===== config.mk =====
export PLATFORM = sky130hd
export DESIGN_NAME = obd2_pid_scan_poll_controller_top_flat
export DESIGN_NICKNAME = d
export VERILOG_FILES = /design/src/hdl/opp_pkg.sv /design/src/hdl/opp_stream_if.sv /design/src/hdl/opp_decode.sv /design/src/hdl/obd2_pid_scan_poll_controller_top.sv /design/src/flat_wrapper.sv
export SDC_FILE = /design/constraint.sdc
export NUM_CORES = 2
export LEC_CHECK = 0
export ABC_AREA = 1
export BUFFER_PORTS_ARGS = -buffer_cell sky130_fd_sc_hd__buf_2
export CORE_ASPECT_RATIO = 1.5
export CORE_MARGIN = 2
export CORE_UTILIZATION = 44
export DETAILED_ROUTE_END_ITERATION = 8
export GPL_TIMING_DRIVEN = 0
export REMOVE_ABC_BUFFERS = 1
export SETUP_SLACK_MARGIN = 0.2
export SLEW_MARGIN = 30
export SYNTH_ARGS = -nofsm -noshare
export SYNTH_HDL_FRONTEND = slang
export SYNTH_SLANG_ARGS = --single-unit

===== constraint.sdc =====
create_clock -name clk -period 16.2 [get_ports clk]
set_input_delay 0 -clock clk [delete_from_list [all_inputs] [get_ports clk]]
set_output_delay 0 -clock clk [all_outputs]
set_load 0.01 [all_outputs]

===== src/hdl/opp_pkg.sv =====
// package: types, constants and the slot table lookup function for the obd2 pid poller
package opp_pkg;

  localparam int TableSlots = 29;
  localparam int SlotW = 5;

  localparam logic [2:0] ActTick  = 3'd0;
  localparam logic [2:0] ActFrame = 3'd1;
  localparam logic [2:0] ActScan  = 3'd2;
  localparam logic [2:0] ActPoll  = 3'd3;
  localparam logic [2:0] ActStop  = 3'd4;

  localparam logic [1:0] CfgPollInterval = 2'd0;
  localparam logic [1:0] CfgScanTimeout  = 2'd1;

  localparam logic [10:0] RespIdLo = 11'h7E8;
  localparam logic [10:0] RespIdHi = 11'h7EF;
  localparam logic [7:0]  SvcResp  = 8'h41;
  localparam logic [7:0]  PidLastBase = 8'h80;
  localparam logic [7:0]  PidStep  = 8'h20;
  localparam logic [15:0] CountMax = 16'hFFFF;
  localparam logic [15:0] PollIntervalReset = 16'd50;
  localparam logic [15:0] ScanTimeoutReset  = 16'd5000;

  localparam logic [0:0] KindRequest = 1'b0;
  localparam logic [0:0] KindValue   = 1'b1;

  typedef logic [TableSlots-1:0] marks_t;

  typedef struct packed {
    logic [2:0]  action;
    logic [10:0] frame_id;
    logic [7:0]  service_byte;
    logic [7:0]  response_pid;
    logic [7:0]  byte_a;
    logic [7:0]  byte_b;
    logic [7:0]  byte_c;
    logic [7:0]  byte_d;
  } in_word_t;

  typedef struct packed {
    logic               result_kind;
    logic [7:0]         request_pid;
    logic [4:0]         slot_index;
    logic signed [30:0] decoded_value;
    logic [7:0]         raw_first;
    logic [7:0]         raw_second;
    logic               scanning_now;
    logic               polling_now;
  } out_word_t;

  function automatic logic [7:0] slot_pid(input logic [SlotW-1:0] s);
    logic [7:0] p;
    unique case (s)
      5'd0: p = 8'h0D;  5'd1: p = 8'h0C;  5'd2: p = 8'h05;  5'd3: p = 8'h11;
      5'd4: p = 8'h1F;  5'd5: p = 8'h04;  5'd6: p = 8'h06;  5'd7: p = 8'h07;
      5'd8: p = 8'h0B;  5'd9: p = 8'h0E;  5'd10: p = 8'h0F; 5'd11: p = 8'h10;
      5'd12: p = 8'h46; 5'd13: p = 8'h5C; 5'd14: p = 8'h43; 5'd15: p = 8'h2F;
      5'd16: p = 8'h5E; 5'd17: p = 8'h0A; 5'd18: p = 8'h21; 5'd19: p = 8'h31;
      5'd20: p = 8'h14; 5'd21: p = 8'h3C; 5'd22: p = 8'h33; 5'd23: p = 8'h42;
      5'd24: p = 8'h5B; 5'd25: p = 8'h59; 5'd26: p = 8'h9C; 5'd27: p = 8'h9D;
      5'd28: p = 8'h9E;
      default: p = 8'h00;
    endcase
    return p;
  endfunction

endpackage


===== src/hdl/opp_stream_if.sv =====
// valid/ready stream interface carrying one word
interface opp_stream_if #(parameter int W = 8);
  logic         valid;
  logic         ready;
  logic [W-1:0] data;
  modport source (output valid, output data, input ready);
  modport sink   (input valid, input data, output ready);
endinterface


===== src/hdl/opp_decode.sv =====
// value decode of a data reply into thousandths
module opp_decode (
  input  logic [7:0]         pid,
  input  logic [7:0]         a,
  input  logic [7:0]         b,
  output logic signed [30:0] value
);
  import opp_pkg::*;

  logic [15:0] w;
  logic [25:0] pct_num;
  logic [25:0] pct_q;
  logic [25:0] pct_rem;
  logic signed [19:0] trim;
  logic [18:0] trim_mag;
  logic [17:0] trim_q;
  logic signed [31:0] v;

  assign w = {a, b};

  // round(a*100000/255): quotient by reciprocal, then one correction
  always_comb begin
    pct_num = 26'(a) * 26'd200000 + 26'd255;
    pct_q = 26'((50'(pct_num) * 50'd8421504) >> 32);
    pct_rem = pct_num - pct_q * 26'd510;
    if (pct_rem >= 26'd510) pct_q = pct_q + 26'd1;
  end

  // round((a-128)*3125/4), ties away from zero
  always_comb begin
    trim = (20'sd0 + $signed({12'd0, a}) - 20'sd128) * 20'sd3125;
    trim_mag = trim[19] ? 19'(-trim) : 19'(trim);
    trim_q = 18'((trim_mag + 19'd2) >> 2);
  end

  always_comb begin
    unique case (pid)
      8'h04, 8'h11, 8'h2F, 8'h43, 8'h5B: v = 32'(pct_q);
      8'h05, 8'h0F, 8'h46, 8'h5C, 8'h9C: v = (32'(a) - 32'sd40) * 32'sd1000;
      8'h06, 8'h07: v = trim[19] ? -32'(trim_q) : 32'(trim_q);
      8'h0A: v = 32'(a) * 32'sd3000;
      8'h0C: v = 32'(w) * 32'sd250;
      8'h0E: v = 32'(a) * 32'sd500 - 32'sd64000;
      8'h10: v = 32'(w) * 32'sd10;
      8'h1F, 8'h21, 8'h31: v = 32'(w) * 32'sd1000;
      8'h3C: v = 32'(w) * 32'sd100 - 32'sd40000;
      8'h42: v = 32'(w);
      8'h59: v = 32'(w) * 32'sd10000;
      8'h5E: v = 32'(w) * 32'sd50;
      8'h9D: v = 32'(w) * 32'sd100;
      8'h9E: v = 32'(w) * 32'sd100 - 32'sd3276800;
      default: v = 32'(a) * 32'sd1000;
    endcase
  end

  assign value = v[30:0];
endmodule


===== src/hdl/obd2_pid_scan_poll_controller_top.sv =====
// top level: obd2 mode-01 pid scan and round-robin poll controller
// the result of an accepted word is registered in the result word register
// throughput: one input word per cycle; the result register is a one-deep
// skid so input is held only while a result waits and the sink stalls
// reset (synchronous, rst_n low): idle, marks cleared, registers at 50 and 5000
module obd2_pid_scan_poll_controller_top (
  input  logic        clk,
  input  logic        rst_n,
  opp_stream_if.sink   in_ch,
  opp_stream_if.source out_ch,
  input  logic        cfg_we,
  input  logic [1:0]  cfg_index,
  input  logic [15:0] cfg_wdata
);
  import opp_pkg::*;

  in_word_t  iw;
  out_word_t ow;
  logic [15:0] interval_r, timeout_r;
  logic scan_r, poll_r, scan_nxt, poll_nxt;
  logic [SlotW-1:0] pos_r, pos_nxt;
  logic [15:0] tsr_r, tsr_nxt, el_r, el_nxt;
  marks_t sup_r, sup_nxt, seen_r, seen_nxt;
  logic out_valid_r;
  out_word_t out_r;
  logic emit;
  logic accept;
  logic signed [30:0] dec;
  logic frame_ok, is_mask, in_table;
  logic [SlotW-1:0] hit_slot, found_slot;
  logic found;
  logic [31:0] mask;
  logic [7:0] p, off;

  assign iw = in_word_t'(in_ch.data);
  assign in_ch.ready = !out_valid_r || out_ch.ready;
  assign accept = in_ch.valid && in_ch.ready;
  assign out_ch.valid = out_valid_r;
  assign out_ch.data = out_r;

  opp_decode u_dec (.pid(iw.response_pid), .a(iw.byte_a), .b(iw.byte_b), .value(dec));

  assign frame_ok = iw.frame_id >= RespIdLo && iw.frame_id <= RespIdHi &&
                    iw.service_byte == SvcResp;
  assign is_mask = iw.response_pid[4:0] == 5'd0 && iw.response_pid <= PidLastBase;
  assign mask = {iw.byte_a, iw.byte_b, iw.byte_c, iw.byte_d};

  // table lookup of the reply pid
  always_comb begin
    in_table = 1'b0;
    hit_slot = '0;
    for (int j = TableSlots - 1; j >= 0; j--) begin
      if (slot_pid(SlotW'(j)) == iw.response_pid) begin
        in_table = 1'b1;
        hit_slot = SlotW'(j);
      end
    end
  end

  // next state and result
  always_comb begin
    scan_nxt = scan_r; poll_nxt = poll_r; pos_nxt = pos_r;
    tsr_nxt = tsr_r; el_nxt = el_r; sup_nxt = sup_r; seen_nxt = seen_r;
    emit = 1'b0; ow = '0; found = 1'b0; found_slot = '0; p = '0; off = '0;
    unique case (iw.action)
      ActTick: begin
        if (tsr_nxt != CountMax) tsr_nxt = tsr_nxt + 16'd1;
        if (scan_r) begin
          if (el_nxt != CountMax) el_nxt = el_nxt + 16'd1;
          if (el_nxt >= timeout_r) begin
            scan_nxt = 1'b0; poll_nxt = 1'b1; pos_nxt = '0; el_nxt = '0;
            sup_nxt = '1;
          end
        end
        if (poll_nxt && tsr_nxt >= interval_r) begin
          tsr_nxt = '0;
          for (int j = TableSlots - 1; j >= 0; j--) begin
            if (SlotW'(j) >= pos_nxt && sup_nxt[j]) begin
              found = 1'b1; found_slot = SlotW'(j);
            end
          end
          if (found) begin
            emit = 1'b1;
            ow.result_kind = KindRequest;
            ow.request_pid = slot_pid(found_slot);
            pos_nxt = found_slot + SlotW'(1);
          end else begin
            pos_nxt = '0;
          end
        end
      end
      ActFrame: begin
        if (frame_ok) begin
          if (is_mask) begin
            for (int j = 0; j < TableSlots; j++) begin
              p = slot_pid(SlotW'(j));
              off = p - iw.response_pid - 8'd1;
              if (p > iw.response_pid && 9'(p) <= 9'(iw.response_pid) + 9'd32 &&
                  mask[5'(31 - 32'(off))])
                sup_nxt[j] = 1'b1;
            end
            if (scan_r) begin
              if (iw.response_pid < PidLastBase) begin
                emit = 1'b1;
                ow.result_kind = KindRequest;
                ow.request_pid = iw.response_pid + PidStep;
              end else begin
                scan_nxt = 1'b0; poll_nxt = 1'b1; pos_nxt = '0; tsr_nxt = CountMax;
              end
            end
          end else if (in_table) begin
            emit = 1'b1;
            seen_nxt[hit_slot] = 1'b1;
            ow.result_kind = KindValue;
            ow.slot_index = hit_slot;
            ow.decoded_value = dec;
            ow.raw_first = iw.byte_a;
            ow.raw_second = iw.byte_b;
          end
        end
      end
      ActScan: begin
        scan_nxt = 1'b1; poll_nxt = 1'b0; el_nxt = '0; sup_nxt = '0; seen_nxt = '0;
        emit = 1'b1;
        ow.result_kind = KindRequest;
        ow.request_pid = 8'h00;
      end
      ActPoll: begin
        poll_nxt = 1'b1; pos_nxt = '0; tsr_nxt = CountMax;
      end
      ActStop: begin
        scan_nxt = 1'b0; poll_nxt = 1'b0;
      end
      default: ;
    endcase
    ow.scanning_now = scan_nxt;
    ow.polling_now = poll_nxt;
  end

  // state registers
  always_ff @(posedge clk) begin
    if (!rst_n) begin
      scan_r <= 1'b0; poll_r <= 1'b0; pos_r <= '0; tsr_r <= '0; el_r <= '0;
      sup_r <= '0; seen_r <= '0; out_valid_r <= 1'b0;
      interval_r <= PollIntervalReset; timeout_r <= ScanTimeoutReset;
    end else begin
      if (cfg_we && cfg_index == CfgPollInterval) interval_r <= cfg_wdata;
      if (cfg_we && cfg_index == CfgScanTimeout) timeout_r <= cfg_wdata;
      if (accept) begin
        scan_r <= scan_nxt; poll_r <= poll_nxt; pos_r <= pos_nxt;
        tsr_r <= tsr_nxt; el_r <= el_nxt; sup_r <= sup_nxt; seen_r <= seen_nxt;
      end
      if (in_ch.ready) out_valid_r <= accept && emit;
    end
  end

  // result word register
  always_ff @(posedge clk) begin
    if (accept && emit) out_r <= ow;
  end
endmodule


===== src/flat_wrapper.sv =====
// flat-port wrapper written by rule: the top's interface ports become plain ports
module obd2_pid_scan_poll_controller_top_flat import opp_pkg::*;
  (clk, rst_n, cfg_we, cfg_index, cfg_wdata, in_ch_valid, in_ch_data, in_ch_ready, out_ch_valid, out_ch_data, out_ch_ready);
  opp_stream_if #(.W($bits(in_word_t))) in_ch_i ();
  opp_stream_if #(.W($bits(out_word_t))) out_ch_i ();
  input  logic clk;
  input  logic rst_n;
  input  logic cfg_we;
  input  logic [1:0] cfg_index;
  input  logic [15:0] cfg_wdata;
  input wire logic [$bits(in_ch_i.valid)-1:0] in_ch_valid;
  input wire logic [$bits(in_ch_i.data)-1:0] in_ch_data;
  output wire logic [$bits(in_ch_i.ready)-1:0] in_ch_ready;
  output wire logic [$bits(out_ch_i.valid)-1:0] out_ch_valid;
  output wire logic [$bits(out_ch_i.data)-1:0] out_ch_data;
  input wire logic [$bits(out_ch_i.ready)-1:0] out_ch_ready;
  assign in_ch_i.valid = in_ch_valid;
  assign in_ch_i.data = in_ch_data;
  assign in_ch_ready = in_ch_i.ready;
  assign out_ch_valid = out_ch_i.valid;
  assign out_ch_data = out_ch_i.data;
  assign out_ch_i.ready = out_ch_ready;
  obd2_pid_scan_poll_controller_top u_core (.clk(clk), .rst_n(rst_n), .in_ch(in_ch_i), .out_ch(out_ch_i), .cfg_we(cfg_we), .cfg_index(cfg_index), .cfg_wdata(cfg_wdata));
endmodule

==> reports/results.ini <==
[cells_and_area]
drive_gt1_share_pct = 6.35
antenna_cells = 0
nets = 6110
syn2layout_area_growth_pct = 8.01

[setup_path]
required_ps = 16500
path_common_cell = nand2_1
cpMaxStageDelayCell = fa_1
endpoint_kind = flop
cp_max_fo = 21
cp_slowest_stage_delay_ps = 640
arrival_ps = 15400
path_class = input pin to flop
cp-start-kind = input pin

[cts]
path_clk_slew_ps = 100
ctsRootBufferMaster = clkbuf_16
cts.sinks = 164
cts_buffers = 17
cts_max_level = 4
cts_max_path_buffers = 2
clock_latency_ps = 530
cts_tree = done

[floorplan]
coreArea_sq_mm = 0.0810
start_util_pct = 44.3
die-area_sq_mm = 0.0839
io_pins = 150
dieWidth_um = 237
rows = 128
die_y_um = 354

[timing]
final_critical_path_setup_slack_ps = 1100
timing.fmax_ghz = 0.0662
worst_pin_slew_ps = 1080
hold_violations = 0
rsz0062_at_grt = false
relSlewSlack_pct = 27.7
finClkSkew_ps = 29.1
drv_slew = 0
setup_violations = 0
fin_crit_ps = 15100
post-route-period-util_pct = 93.2

[detailed_routing]
drt-pass1-iter-count = 7
wl_per_cell_um = 20.4
drt-vias-per-instance = 5.52
num_vias = 34600
drc = 0
ant_nets = 0
drtIter0Drc = 2029
routed_wl_mm = 128

[logic_synthesis]
syn_avg_cell_area_sq_um = 7.04
ys_warn_count = 0
dominantRegCellSynth = dfxtp_1
syn_area_sq_mm = 0.0359
ys_ff_latch = 164
synthCells = 5095
synth_async_sr_flop_share_pct = 0
yosysUniqueCellTypes = 86
yosysSeqAreaShare_pct = 10.9
synth_edf_count = 63

[global_route]
grt_remaining_overflow = 0
track_usage_pct = 30.4
antenna_found_initial = 0
grt_pass1_wl_mm = 195
grt_max_degree = 61
grt_pass1_vias = 34300

[place]
globalplace.congestion = 1.02
dp_hpwl_mm = 105
pre_cts_ws_ps = -874
port_buffers = 146

[hold_path]
min_path_type = input pin to flop

[flow_run]
drv_cap = 0

[outcome]
status = completed

==> per-layer routing <==
layer | vias to the layer above | wire length (um) | GRT usage (%)
li1 | 16900 | - | -
met5 | - | 0 | 0
met2 | 1076 | 63600 | 55.2
met4 | 0 | 9290 | 19.3
met3 | 383 | 5910 | 3.68
met1 | 16200 | 48800 | 33.5
==> layout make-up <==
class | count | area [sq um]
clock buffers | 17 | 425
clock inverters | 15 | 199
fillers | 8413 | 42300
inverters | 1083 | 4090
multi-input cells | 3749 | 27600
flip-flops and latches | 164 | 3910
well taps | 1040 | 1300
repair buffers | 188 | 1170
==> metrics by stage <==
step / utilization (%) / hold WS [ps] / cell area [sq um] / cells / setup TNS, ps
after floorplan: - / 98.6 / 35500 / 4996 / 0
after detailed placement: 46.5 / 237 / 37600 / 6187 / -9300
after CTS: 47.6 / 0.711 / 38600 / 6250 / 0
after global placement: 46.3 / 232 / 37500 / 6182 / -8890
after global routing: 47.8 / 57.7 / 38700 / 6256 / 0
final: 47.8 / 47.6 / 38700 / 6256 / 0
==> worst paths after layout <==
| path | to | depth (start not counted) | from | slack [ps] |
|---|---|---|---|---|
| min reg2reg | u_core.timeout_r[10] | 2 | u_core.timeout_r[10] | 460 |
| min | u_core.timeout_r[12] | 2 | rst_n | 50 |
| max reg2reg | u_core.out_ch.data[15] | 39 | u_core.el_r[0] | 7460 |
| max | u_core.out_ch.data[36] | 76 | in_ch_data[25] | 1100 |
==> sequential cells by signal, summed over array words and instances (netlist names) <==
name / cells
u_core.out_ch.data: 63
u_core.sup_r: 29
u_core.el_r: 16
u_core.interval_r: 16
u_core.timeout_r: 16
u_core.tsr_r: 16
u_core.pos_r: 5
u_core.out_ch.valid: 1
u_core.poll_r: 1
u_core.scan_r: 1
==> cell usage in the layout, fill, tap and decap left out, types with 20 or more instances in the layout <==
cell type         n
dlygate4sd3_1    26
ha_1            579
nor3_1           91
or2_2            27
nor4_1           23
nor2_1          378
nand3_1         159
inv_1          1047
a221oi_1         29
o21ai_0         307
xnor2_1          56
a21oi_1         368
o21bai_1         33
xor2_1          154
o21ai_1          20
nand2_1         853
buf_2           140
nand4_1          62
edfxtp_1         63
a31oi_1          31
dfxtp_1         101
o211ai_1         38
mux2i_1          30
fa_1            240
==> Yosys cell counts (all sizes together), types with 19 or more instances <==
master / n / area (sq um)
a31oi: 31 / 194
nor2: 394 / 1510
xor2: 164 / 1470
ha: 582 / 7280
clkbuf: 82 / 308
o22ai: 20 / 125
nand2: 866 / 3280
a21oi: 373 / 1900
nor3: 98 / 527
inv: 1070 / 4020
nand4: 63 / 400
a221oi: 29 / 254
edfxtp: 63 / 1890
xnor2: 59 / 532
dfxtp: 101 / 2020
nand3: 166 / 868
mux2i: 30 / 300
fa: 240 / 4800
o211ai: 38 / 285
a211oi: 19 / 143
o21bai: 35 / 270
o21ai: 331 / 1680
or2: 30 / 190
nor4: 26 / 169
==> repair_timing <==
action / in CTS / in global routing
pin swaps: 0 / 1
cloned: 0 / 0
setup endpoints to repair: 16 / 19
hold buffers: 26 / 0
buffers inserted: 5 / 6
endpoints found under the hold margin: 35 / 0
gates resized for setup: 7 / 29
==> logic make-up after synthesis <==
group | share of synthesized area [%]
multiplexers | 0.837
AO/OA/AOI/OAI | 16.6
adder cells (fa/ha/maj) | 33.7
XOR/XNOR | 5.57
buffers and inverters | 12.4
flip-flops | 10.9
AND/OR/NAND/NOR | 20.0
==> worst max-delay path, delay by kind of cell <==
kind	cells	cell delay (ps)
xor+xnor	7	1710
compound gates	12	1920
buf+inv	13	2070
fa+ha+maj	12	4480
simple gates	32	5130
Power is not shown: default switching activity piles up to over one toggle a cycle in this logic, so the estimate is an artifact.
